## src/fwlc_pkg.sv

```systemverilog
// Shared definitions for the wear-leveled flash counter: field widths,
// command codes, level thresholds and the item/result structs.
// No dependencies.
`default_nettype none

package fwlc_pkg;

  // Fixed field widths of the item and result ports
  localparam int CMD_W      = 2;
  localparam int ADDR_W     = 12;
  localparam int DATA_W     = 8;
  localparam int COUNT_W    = 16;
  localparam int PAGE_IDX_W = 4;
  localparam int BYTE_IDX_W = 8;
  localparam int LEVEL_W    = 4;

  // Default geometry of the counter sector
  localparam int unsigned DEF_PAGES_PER_SECTOR = 16;
  localparam int unsigned DEF_BYTES_PER_PAGE   = 256;

  // Command codes
  localparam logic [CMD_W-1:0] CMD_INC        = 2'd0;
  localparam logic [CMD_W-1:0] CMD_RESET      = 2'd1;
  localparam logic [CMD_W-1:0] CMD_SCAN_START = 2'd2;
  localparam logic [CMD_W-1:0] CMD_SCAN_BYTE  = 2'd3;

  // Byte values
  localparam logic [DATA_W-1:0] ERASED_BYTE = 8'hFF;
  localparam logic [DATA_W-1:0] FRESH_BYTE  = 8'h7F;

  // Level thresholds: value above THR_Lk gives level k
  localparam logic [DATA_W-1:0] THR_L1 = 8'h7E;
  localparam logic [DATA_W-1:0] THR_L2 = 8'h3E;
  localparam logic [DATA_W-1:0] THR_L3 = 8'h1E;
  localparam logic [DATA_W-1:0] THR_L4 = 8'h0E;
  localparam logic [DATA_W-1:0] THR_L5 = 8'h06;
  localparam logic [DATA_W-1:0] THR_L6 = 8'h02;
  localparam logic [DATA_W-1:0] THR_L7 = 8'h00;

  typedef struct packed {
    logic [CMD_W-1:0]  cmd;
    logic [ADDR_W-1:0] scan_address;
    logic [DATA_W-1:0] flash_byte;
  } fwlc_item_t;

  typedef struct packed {
    logic [COUNT_W-1:0]    count;
    logic                  erase_sector;
    logic                  program_page;
    logic [PAGE_IDX_W-1:0] page_index;
    logic [BYTE_IDX_W-1:0] byte_index;
    logic [DATA_W-1:0]     byte_value;
  } fwlc_result_t;

  // Level code 1..8 of the current byte, from its number of cleared bits
  function automatic logic [LEVEL_W-1:0] level_of(input logic [DATA_W-1:0] v);
    logic [LEVEL_W-1:0] lvl;
    if (v > THR_L1)      lvl = 4'd1;
    else if (v > THR_L2) lvl = 4'd2;
    else if (v > THR_L3) lvl = 4'd3;
    else if (v > THR_L4) lvl = 4'd4;
    else if (v > THR_L5) lvl = 4'd5;
    else if (v > THR_L6) lvl = 4'd6;
    else if (v > THR_L7) lvl = 4'd7;
    else                 lvl = 4'd8;
    return lvl;
  endfunction

endpackage

`default_nettype wire

```

## src/flash_wear_leveled_counter_unit.sv

```systemverilog
// Top level of the wear-leveled flash counter: input register, position
// update core and result register with the valid/stall handshake.
// Depends on fwlc_pkg and fwlc_core.
`default_nettype none

// Wear-leveled unary counter for one flash sector. Each item is a command:
// increment, reset-and-erase, start scan, or scan one flash byte with its
// address. Every item returns exactly one result with the count (page,
// byte and level of the current byte), the current page, byte index and
// byte value, plus erase and program requests for the flash driver.
// The block takes one item per clock cycle while the output is not stalled.
// An accepted item lands in an input register; the position update then runs
// in one pass and writes the result register, from which the result is taken
// when the output is not stalled. The position registers are written in the
// same cycle as the result register, which is what lets the next item follow
// directly. A stalled result backs up into the input register; both hold
// until the output drains.
module flash_wear_leveled_counter_unit #(
  parameter int unsigned PAGES_PER_SECTOR = fwlc_pkg::DEF_PAGES_PER_SECTOR,
  parameter int unsigned BYTES_PER_PAGE   = fwlc_pkg::DEF_BYTES_PER_PAGE
) (
  input  wire logic                              clk,
  input  wire logic                              rst_n,
  // Command item channel
  input  wire logic                              in_valid,
  output logic                                   in_stall,
  input  wire logic [fwlc_pkg::CMD_W-1:0]        in_cmd,
  input  wire logic [fwlc_pkg::ADDR_W-1:0]       in_scan_address,
  input  wire logic [fwlc_pkg::DATA_W-1:0]       in_flash_byte,
  // Result item channel
  output logic                                   out_valid,
  input  wire logic                              out_stall,
  output logic [fwlc_pkg::COUNT_W-1:0]           out_count,
  output logic                                   out_erase_sector,
  output logic                                   out_program_page,
  output logic [fwlc_pkg::PAGE_IDX_W-1:0]        out_page_index,
  output logic [fwlc_pkg::BYTE_IDX_W-1:0]        out_byte_index,
  output logic [fwlc_pkg::DATA_W-1:0]            out_byte_value
);

  logic                   in_valid_r;
  fwlc_pkg::fwlc_item_t   item_r;
  logic                   out_valid_r;
  fwlc_pkg::fwlc_result_t result_r;
  fwlc_pkg::fwlc_result_t result_nxt;
  logic                   step;

  // Advance the held item when the result register is empty or draining
  assign step     = in_valid_r && (!out_valid_r || !out_stall);
  // Hold the input side only while a held item cannot advance
  assign in_stall = in_valid_r && out_valid_r && out_stall;

  always_ff @(posedge clk) begin
    if (!rst_n) begin
      in_valid_r <= 1'b0;
    end else if (!in_stall) begin
      in_valid_r <= in_valid;
    end
  end

  // Payload register, no reset needed
  always_ff @(posedge clk) begin
    if (!in_stall) begin
      item_r.cmd          <= in_cmd;
      item_r.scan_address <= in_scan_address;
      item_r.flash_byte   <= in_flash_byte;
    end
  end

  fwlc_core #(
    .PAGES_PER_SECTOR (PAGES_PER_SECTOR),
    .BYTES_PER_PAGE   (BYTES_PER_PAGE)
  ) u_core (
    .clk    (clk),
    .rst_n  (rst_n),
    .step   (step),
    .item   (item_r),
    .result (result_nxt)
  );

  // Result register: load on advance, drop valid once taken
  always_ff @(posedge clk) begin
    if (!rst_n) begin
      out_valid_r <= 1'b0;
    end else if (step) begin
      out_valid_r <= 1'b1;
    end else if (!out_stall) begin
      out_valid_r <= 1'b0;
    end
  end

  always_ff @(posedge clk) begin
    if (step) begin
      result_r <= result_nxt;
    end
  end

  assign out_valid        = out_valid_r;
  assign out_count        = result_r.count;
  assign out_erase_sector = result_r.erase_sector;
  assign out_program_page = result_r.program_page;
  assign out_page_index   = result_r.page_index;
  assign out_byte_index   = result_r.byte_index;
  assign out_byte_value   = result_r.byte_value;

  // An accepted item always reaches the input register
  a_accept_fills: assert property (@(posedge clk) disable iff (!rst_n)
    (in_valid && !in_stall) |=> in_valid_r)
    else $error("accepted item missing from input register");

  // An increment never leaves the current byte fully erased
  a_inc_value: assert property (@(posedge clk) disable iff (!rst_n)
    (out_valid_r && out_program_page) |-> (out_byte_value != fwlc_pkg::ERASED_BYTE))
    else $error("increment result reports erased byte");

  // A reset command result is the home position, count one
  a_reset_home: assert property (@(posedge clk) disable iff (!rst_n)
    (out_valid_r && out_erase_sector && !out_program_page)
      |-> (out_count == 16'd1 && out_page_index == '0 && out_byte_index == '0))
    else $error("reset command result not at home position");

endmodule

`default_nettype wire

```

## src/fwlc_core.sv

```systemverilog
// Position registers of the wear-leveled counter and the single-pass update
// that turns one item into the next position and its result.
// Depends on fwlc_pkg.
`default_nettype none

module fwlc_core #(
  parameter int unsigned PAGES_PER_SECTOR = fwlc_pkg::DEF_PAGES_PER_SECTOR,
  parameter int unsigned BYTES_PER_PAGE   = fwlc_pkg::DEF_BYTES_PER_PAGE
) (
  input  wire logic                 clk,
  input  wire logic                 rst_n,
  input  wire logic                 step,
  input  wire fwlc_pkg::fwlc_item_t item,
  output fwlc_pkg::fwlc_result_t    result
);

  localparam int ADDR_W  = fwlc_pkg::ADDR_W;
  localparam int DATA_W  = fwlc_pkg::DATA_W;
  localparam int COUNT_W = fwlc_pkg::COUNT_W;
  localparam int PAGE_W  = $clog2(PAGES_PER_SECTOR);
  localparam int BYTE_W  = $clog2(BYTES_PER_PAGE);

  localparam int PAGE_IDX_PAD = fwlc_pkg::PAGE_IDX_W;
  localparam int BYTE_IDX_PAD = fwlc_pkg::BYTE_IDX_W;

  localparam logic [PAGE_W-1:0] LAST_PAGE = PAGE_W'(PAGES_PER_SECTOR - 1);
  localparam logic [BYTE_W-1:0] LAST_BYTE = BYTE_W'(BYTES_PER_PAGE - 1);

  // Address split by reciprocal multiply; exact for every ADDR_W-bit address
  localparam int RECIP_SHIFT        = ADDR_W + BYTE_W;
  localparam int unsigned RECIP     = ((1 << RECIP_SHIFT) + BYTES_PER_PAGE - 1)
                                      / BYTES_PER_PAGE;
  localparam int RECIP_W            = RECIP_SHIFT - 3;
  localparam int PROD_W             = ADDR_W + RECIP_W;
  localparam int QUOT_W             = ADDR_W - BYTE_W + 1;
  localparam int PAGE_TERM_W        = PAGE_W + COUNT_W;

  logic [PAGE_W-1:0] cur_page_r,  cur_page_nxt;
  logic [BYTE_W-1:0] cur_byte_r,  cur_byte_nxt;
  logic [DATA_W-1:0] cur_value_r, cur_value_nxt;
  logic [ADDR_W-1:0] found_addr_r, found_addr_nxt;

  logic                      erase_flag;
  logic                      program_flag;
  logic [PROD_W-1:0]         scan_prod;
  logic [QUOT_W-1:0]         scan_page;
  logic [QUOT_W+PAGE_W-1:0]  scan_page_ext;
  logic [ADDR_W-1:0]         scan_offset;
  logic                      scan_hit;
  logic [PAGE_TERM_W-1:0]    page_term;
  logic [COUNT_W-1:0]        byte_term;
  logic [PAGE_W+PAGE_IDX_PAD-1:0] page_ext;
  logic [BYTE_W+BYTE_IDX_PAD-1:0] byte_ext;

  // Page and offset of the scanned address
  always_comb begin
    scan_prod     = PROD_W'(item.scan_address) * PROD_W'(RECIP);
    scan_page     = scan_prod[RECIP_SHIFT +: QUOT_W];
    scan_page_ext = {{PAGE_W{1'b0}}, scan_page};
    scan_offset   = item.scan_address
                    - ADDR_W'(ADDR_W'(scan_page) * ADDR_W'(BYTES_PER_PAGE));
    scan_hit      = (item.flash_byte != fwlc_pkg::ERASED_BYTE)
                    && (32'(scan_page) < 32'(PAGES_PER_SECTOR))
                    && (item.scan_address >= found_addr_r);
  end

  always_comb begin
    cur_page_nxt   = cur_page_r;
    cur_byte_nxt   = cur_byte_r;
    cur_value_nxt  = cur_value_r;
    found_addr_nxt = found_addr_r;
    erase_flag     = 1'b0;
    program_flag   = 1'b0;
    unique case (item.cmd) inside
      fwlc_pkg::CMD_INC: begin
        program_flag = 1'b1;
        if (cur_value_r != '0) begin
          cur_value_nxt = cur_value_r >> 1;
        end else if (cur_byte_r != LAST_BYTE) begin
          cur_byte_nxt  = cur_byte_r + 1'b1;
          cur_value_nxt = fwlc_pkg::FRESH_BYTE;
        end else if (cur_page_r != LAST_PAGE) begin
          cur_page_nxt  = cur_page_r + 1'b1;
          cur_byte_nxt  = '0;
          cur_value_nxt = fwlc_pkg::FRESH_BYTE;
        end else begin
          erase_flag    = 1'b1;
          cur_page_nxt  = '0;
          cur_byte_nxt  = '0;
          cur_value_nxt = fwlc_pkg::FRESH_BYTE;
        end
      end
      fwlc_pkg::CMD_RESET, fwlc_pkg::CMD_SCAN_START: begin
        erase_flag     = (item.cmd == fwlc_pkg::CMD_RESET);
        cur_page_nxt   = '0;
        cur_byte_nxt   = '0;
        cur_value_nxt  = fwlc_pkg::ERASED_BYTE;
        found_addr_nxt = '0;
      end
      fwlc_pkg::CMD_SCAN_BYTE: begin
        if (scan_hit) begin
          found_addr_nxt = item.scan_address;
          cur_page_nxt   = scan_page_ext[PAGE_W-1:0];
          cur_byte_nxt   = scan_offset[BYTE_W-1:0];
          cur_value_nxt  = item.flash_byte;
        end
      end
    endcase
  end

  // Result reports the position after the item
  always_comb begin
    page_term = PAGE_TERM_W'(cur_page_nxt) * PAGE_TERM_W'(BYTES_PER_PAGE * 8);
    byte_term = COUNT_W'({cur_byte_nxt, 3'b000});
    page_ext  = {{PAGE_IDX_PAD{1'b0}}, cur_page_nxt};
    byte_ext  = {{BYTE_IDX_PAD{1'b0}}, cur_byte_nxt};
    result.count        = page_term[COUNT_W-1:0] + byte_term
                          + COUNT_W'(fwlc_pkg::level_of(cur_value_nxt));
    result.erase_sector = erase_flag;
    result.program_page = program_flag;
    result.page_index   = page_ext[PAGE_IDX_PAD-1:0];
    result.byte_index   = byte_ext[BYTE_IDX_PAD-1:0];
    result.byte_value   = cur_value_nxt;
  end

  always_ff @(posedge clk) begin
    if (!rst_n) begin
      cur_page_r   <= '0;
      cur_byte_r   <= '0;
      cur_value_r  <= fwlc_pkg::ERASED_BYTE;
      found_addr_r <= '0;
    end else if (step) begin
      cur_page_r   <= cur_page_nxt;
      cur_byte_r   <= cur_byte_nxt;
      cur_value_r  <= cur_value_nxt;
      found_addr_r <= found_addr_nxt;
    end
  end

endmodule

`default_nettype wire
```

## config.mk

```make
export PLATFORM = sky130hd
export DESIGN_NAME = flash_wear_leveled_counter_unit
export DESIGN_NICKNAME = d
export VERILOG_FILES = /design/src/fwlc_pkg.sv /design/src/flash_wear_leveled_counter_unit.sv /design/src/fwlc_core.sv
export SDC_FILE = /design/constraint.sdc
export NUM_CORES = 1
export LEC_CHECK = 0
export BUFFER_PORTS_ARGS = -buffer_cell sky130_fd_sc_hd__buf_2
export CORE_UTILIZATION = 30
export CTS_BUF_LIST = sky130_fd_sc_hd__clkbuf_16
export CTS_CLUSTER_SIZE = 24
export DETAILED_ROUTE_END_ITERATION = 8
export PLACE_DENSITY_LB_ADDON = 0.08
export SLEW_MARGIN = 40
export SYNTH_ARGS = -nofsm -noshare
export SYNTH_HDL_FRONTEND = slang
export SYNTH_HIERARCHICAL = 1
export SYNTH_SLANG_ARGS = --single-unit
```

## constraint.sdc

```tcl
create_clock -name clk -period 10.7 [get_ports clk]
set_input_delay 1.605 -clock clk [delete_from_list [all_inputs] [get_ports clk]]
set_output_delay 1.605 -clock clk [all_outputs]
set_load 0.05 [all_outputs]
```

==> flow_summary.toml <==
[synth]
synth_commonest_cells = "edfxtp_1 (60), nand2_1 (35), dfxtp_1 (34)"
synthCells = 416
synth_nets = 460
ys_ff_latch = 94
synth-edff-count = 60
yosys-top-cells-area = "edfxtp_1 (39%), dfxtp_1 (15%), ha_1 (4.9%)"
syn_area_um2 = 4580
yosysMostFrequentCell = "edfxtp_1"
syn_avg_cell_area_um2 = 11.0
yosys.area_share.xor_xnor_pct = 1.91
synth_top_flop_cell = "edfxtp_1"
synth-simple-area-share_pct = 14.7
synth_top_family_by_area = "simple AND/OR/NAND/NOR gates"
synth_top_area_cell = "edfxtp_1"
async_reset_ff_share_pct = 0
yosysSeqAreaShare_pct = 54.3
yosysWarnings = 6
synth_top_area_share_pct = 39.4
ys_types = 63
synth-compound-area-share_pct = 14.4
synth.area.mux_share_pct = 5.00
synth_adder_area_share_pct = 5.14

[final_layout]
multiInputGateArea_um2 = 1900
register_area_um2 = 2480
fin_nets = 520
syn_to_final_growth_pct = 17.0
drive_above_1_share_pct = 22.5
diodes = 0
fill_cells = 1486
instances_no_fill = 665

[route]
drt_wl_total_mm = 10.4
drc = 6
vias_per_cell = 5.02
postRouteAntennaNets = 0
vias = 3338
wl_per_cell_um = 15.7
drtPass1Iterations = 6
drtIter0Drc = 210

[clocking]
cts.sinks = 94
root_buffer = "clkbuf_16"
clkSlewWorstSetupHoldPaths_ns = 0.06
clk_path_buf_depth = 2
ctsHtreeMaxLevel = 3
insertion_delay_ns = 0.35
postCtsSetupRepairBufs = 0
cts_buffers = 9
ctsResizeCount = 0
hold_buffers = 0
tritoncts = "done"

[floorplan]
start_util_pct = 31.1
ios = 66
fp-row-count = 44
die_w_um = 126
die_h_um = 126
die_area_um2 = 15800
coreArea_um2 = 14700

[status]
outcome = "finished, violations left"
violations = "DRC"

[global_route]
met2_usage_pct = 20.2
grt_start_max_net_pins = 73
grt-ovfl-total = 0
grt_pass1_wl_mm = 16.9
grtUsageMet3_pct = 3.25
first_global_vias = 3191
antenna_found_initial = 0
grtUsageTotal_pct = 13.9
met1_usage_pct = 19.5
top_usage_layer = "met2"

[sta]
skew_ns = 0.00529
finalSetupViolations = 0
period_share_pct = 42.4
worst_slew_pin_slew_ns = 0.693
drv_slew = 0
max_freq_mhz = 220
finalSetupTns_ns = 0
relSlewSlack_pct = 53.8
timing.final.hold_violations = 0
fin_hold_ws_ns = 0.498
layout_min_cycle_time_ns = 4.54
rsz0062_at_grt = "no"

[power_and_ir_drop]
p_leak_nw = 2.01
peakVddDrop_mv = 0.0702
power_density_nw_per_um2 = 158

[setup_path]
cp_data_required_time_ns = 10.79
rrSetupSlack_ns = 6.16
criticalPathCategory = "flop to flop"
crit_fanout = 10
end_kind = "flop"
critPathLaunchType = "flop"
cp.arrival_ns = 4.62

[place]
place_congestion = 0.783
dp_cells = 649
port_buffers = 65
hpwl_mm = 7.47

[job]
drv_cap = 0

[worst_hold_path]
hp-class = "flop to flop"
[per-layer routing]
metal  share of wire (%)  wire length [um]  vias up
met2                  42              4380       78
met1                  52              5430     1577
met4                 1.8               192        0
li1                    -                 -     1669
met5                   0                 0        -
met3                 4.0               412       14
[layout by cell type, fill, tap and decap left out, types with 3 or more instances in the layout]
cell	n
buf_2	65
edfxtp_1	60
nand2_1	35
dfxtp_1	34
nor2_1	33
inv_1	29
o21ai_0	21
mux2i_1	18
ha_1	18
a22oi_1	14
a21oi_1	11
nand3_1	11
clkbuf_16	9
or3_1	8
o22ai_1	8
nand4_1	7
a211oi_1	7
o211ai_1	7
nor3_1	7
xnor2_1	7
o21a_1	3
nand2b_1	3
nor4_1	3
a31o_2	3
mux2_2	3
xor2_1	3
[registers in the layout (all words and copies together), names as in the netlist]
name,flops
item_r,22
out_erase_sector,1
u_core/cur_page_r,4
out_program_page,1
out_page_index,4
in_valid_r,1
out_valid,1
out_byte_value,8
out_byte_index,8
u_core/found_addr_r,12
out_count,16
u_core/cur_value_r,8
u_core/cur_byte_r,8
[cell type report]
cell class | count | share of cell area, %
timing repair buffer | 67 | 6.43
clock buffer | 9 | 4.21
tap | 184 | 4.30
sequential | 94 | 46.4
inverter | 30 | 2.10
clock inverter | 7 | 1.10
multi-input combinational | 274 | 35.5
[critical path, stage by stage (launching register included)]
cell and delay, ns:
edfxtp_1 0.43, ha_1 0.35, nand4_1 0.16, or3_1 0.43
a21oi_2 0.53, mux2i_1 0.27, o22ai_1 0.26, or4_4 0.63
nor3_1 0.28, ha_1 0.26, ha_1 0.24, nand4_1 0.17
nor2_1 0.18, xor2_1 0.08
[where the power goes]
group          switching, W  internal [W]
combinational     0.0000831     0.0000369
clock              0.000131      0.000178
sequential        0.0000124      0.000407
total              0.000226      0.000621
[per-stage QoR]
stage                     cell area [um^2]  total power [W]  setup WS (ns)  utilization, %
after floorplan                       4580         0.000516           5.14               -
after global placement                5060         0.000547           6.21            34.4
after detailed placement              5070         0.000548           6.12            34.5
after CTS                             5350         0.000861           6.13            36.4
after global routing                  5350         0.000886           5.68            36.4
final                                 5350         0.000848           6.16            36.4
[cell families (layout without fill, tap and decap cells)]
kind of cell | after synthesis | count (layout)
simple gates | 129 | 129
compound gates | 94 | 94
flops | 94 | 94
buf+inv | 48 | 113
mux | 22 | 22
fa+ha+maj | 19 | 19
xor+xnor | 10 | 10
[path summary, 6_finish.rpt]
kind,start,endpoint,cells past startpoint
setup / recovery,item_r[19]$_DFFE_PN_,out_count[13]$_DFFE_PP_,13
hold / removal,u_core/found_addr_r[11]$_SDFFE_PN0P_,u_core/found_addr_r[11]$_SDFFE_PN0P_,2
setup reg to reg,item_r[19]$_DFFE_PN_,out_count[13]$_DFFE_PP_,13
hold reg to reg,u_core/found_addr_r[11]$_SDFFE_PN0P_,u_core/found_addr_r[11]$_SDFFE_PN0P_,2
No activity file was read; power rests on OpenSTA's default activity.
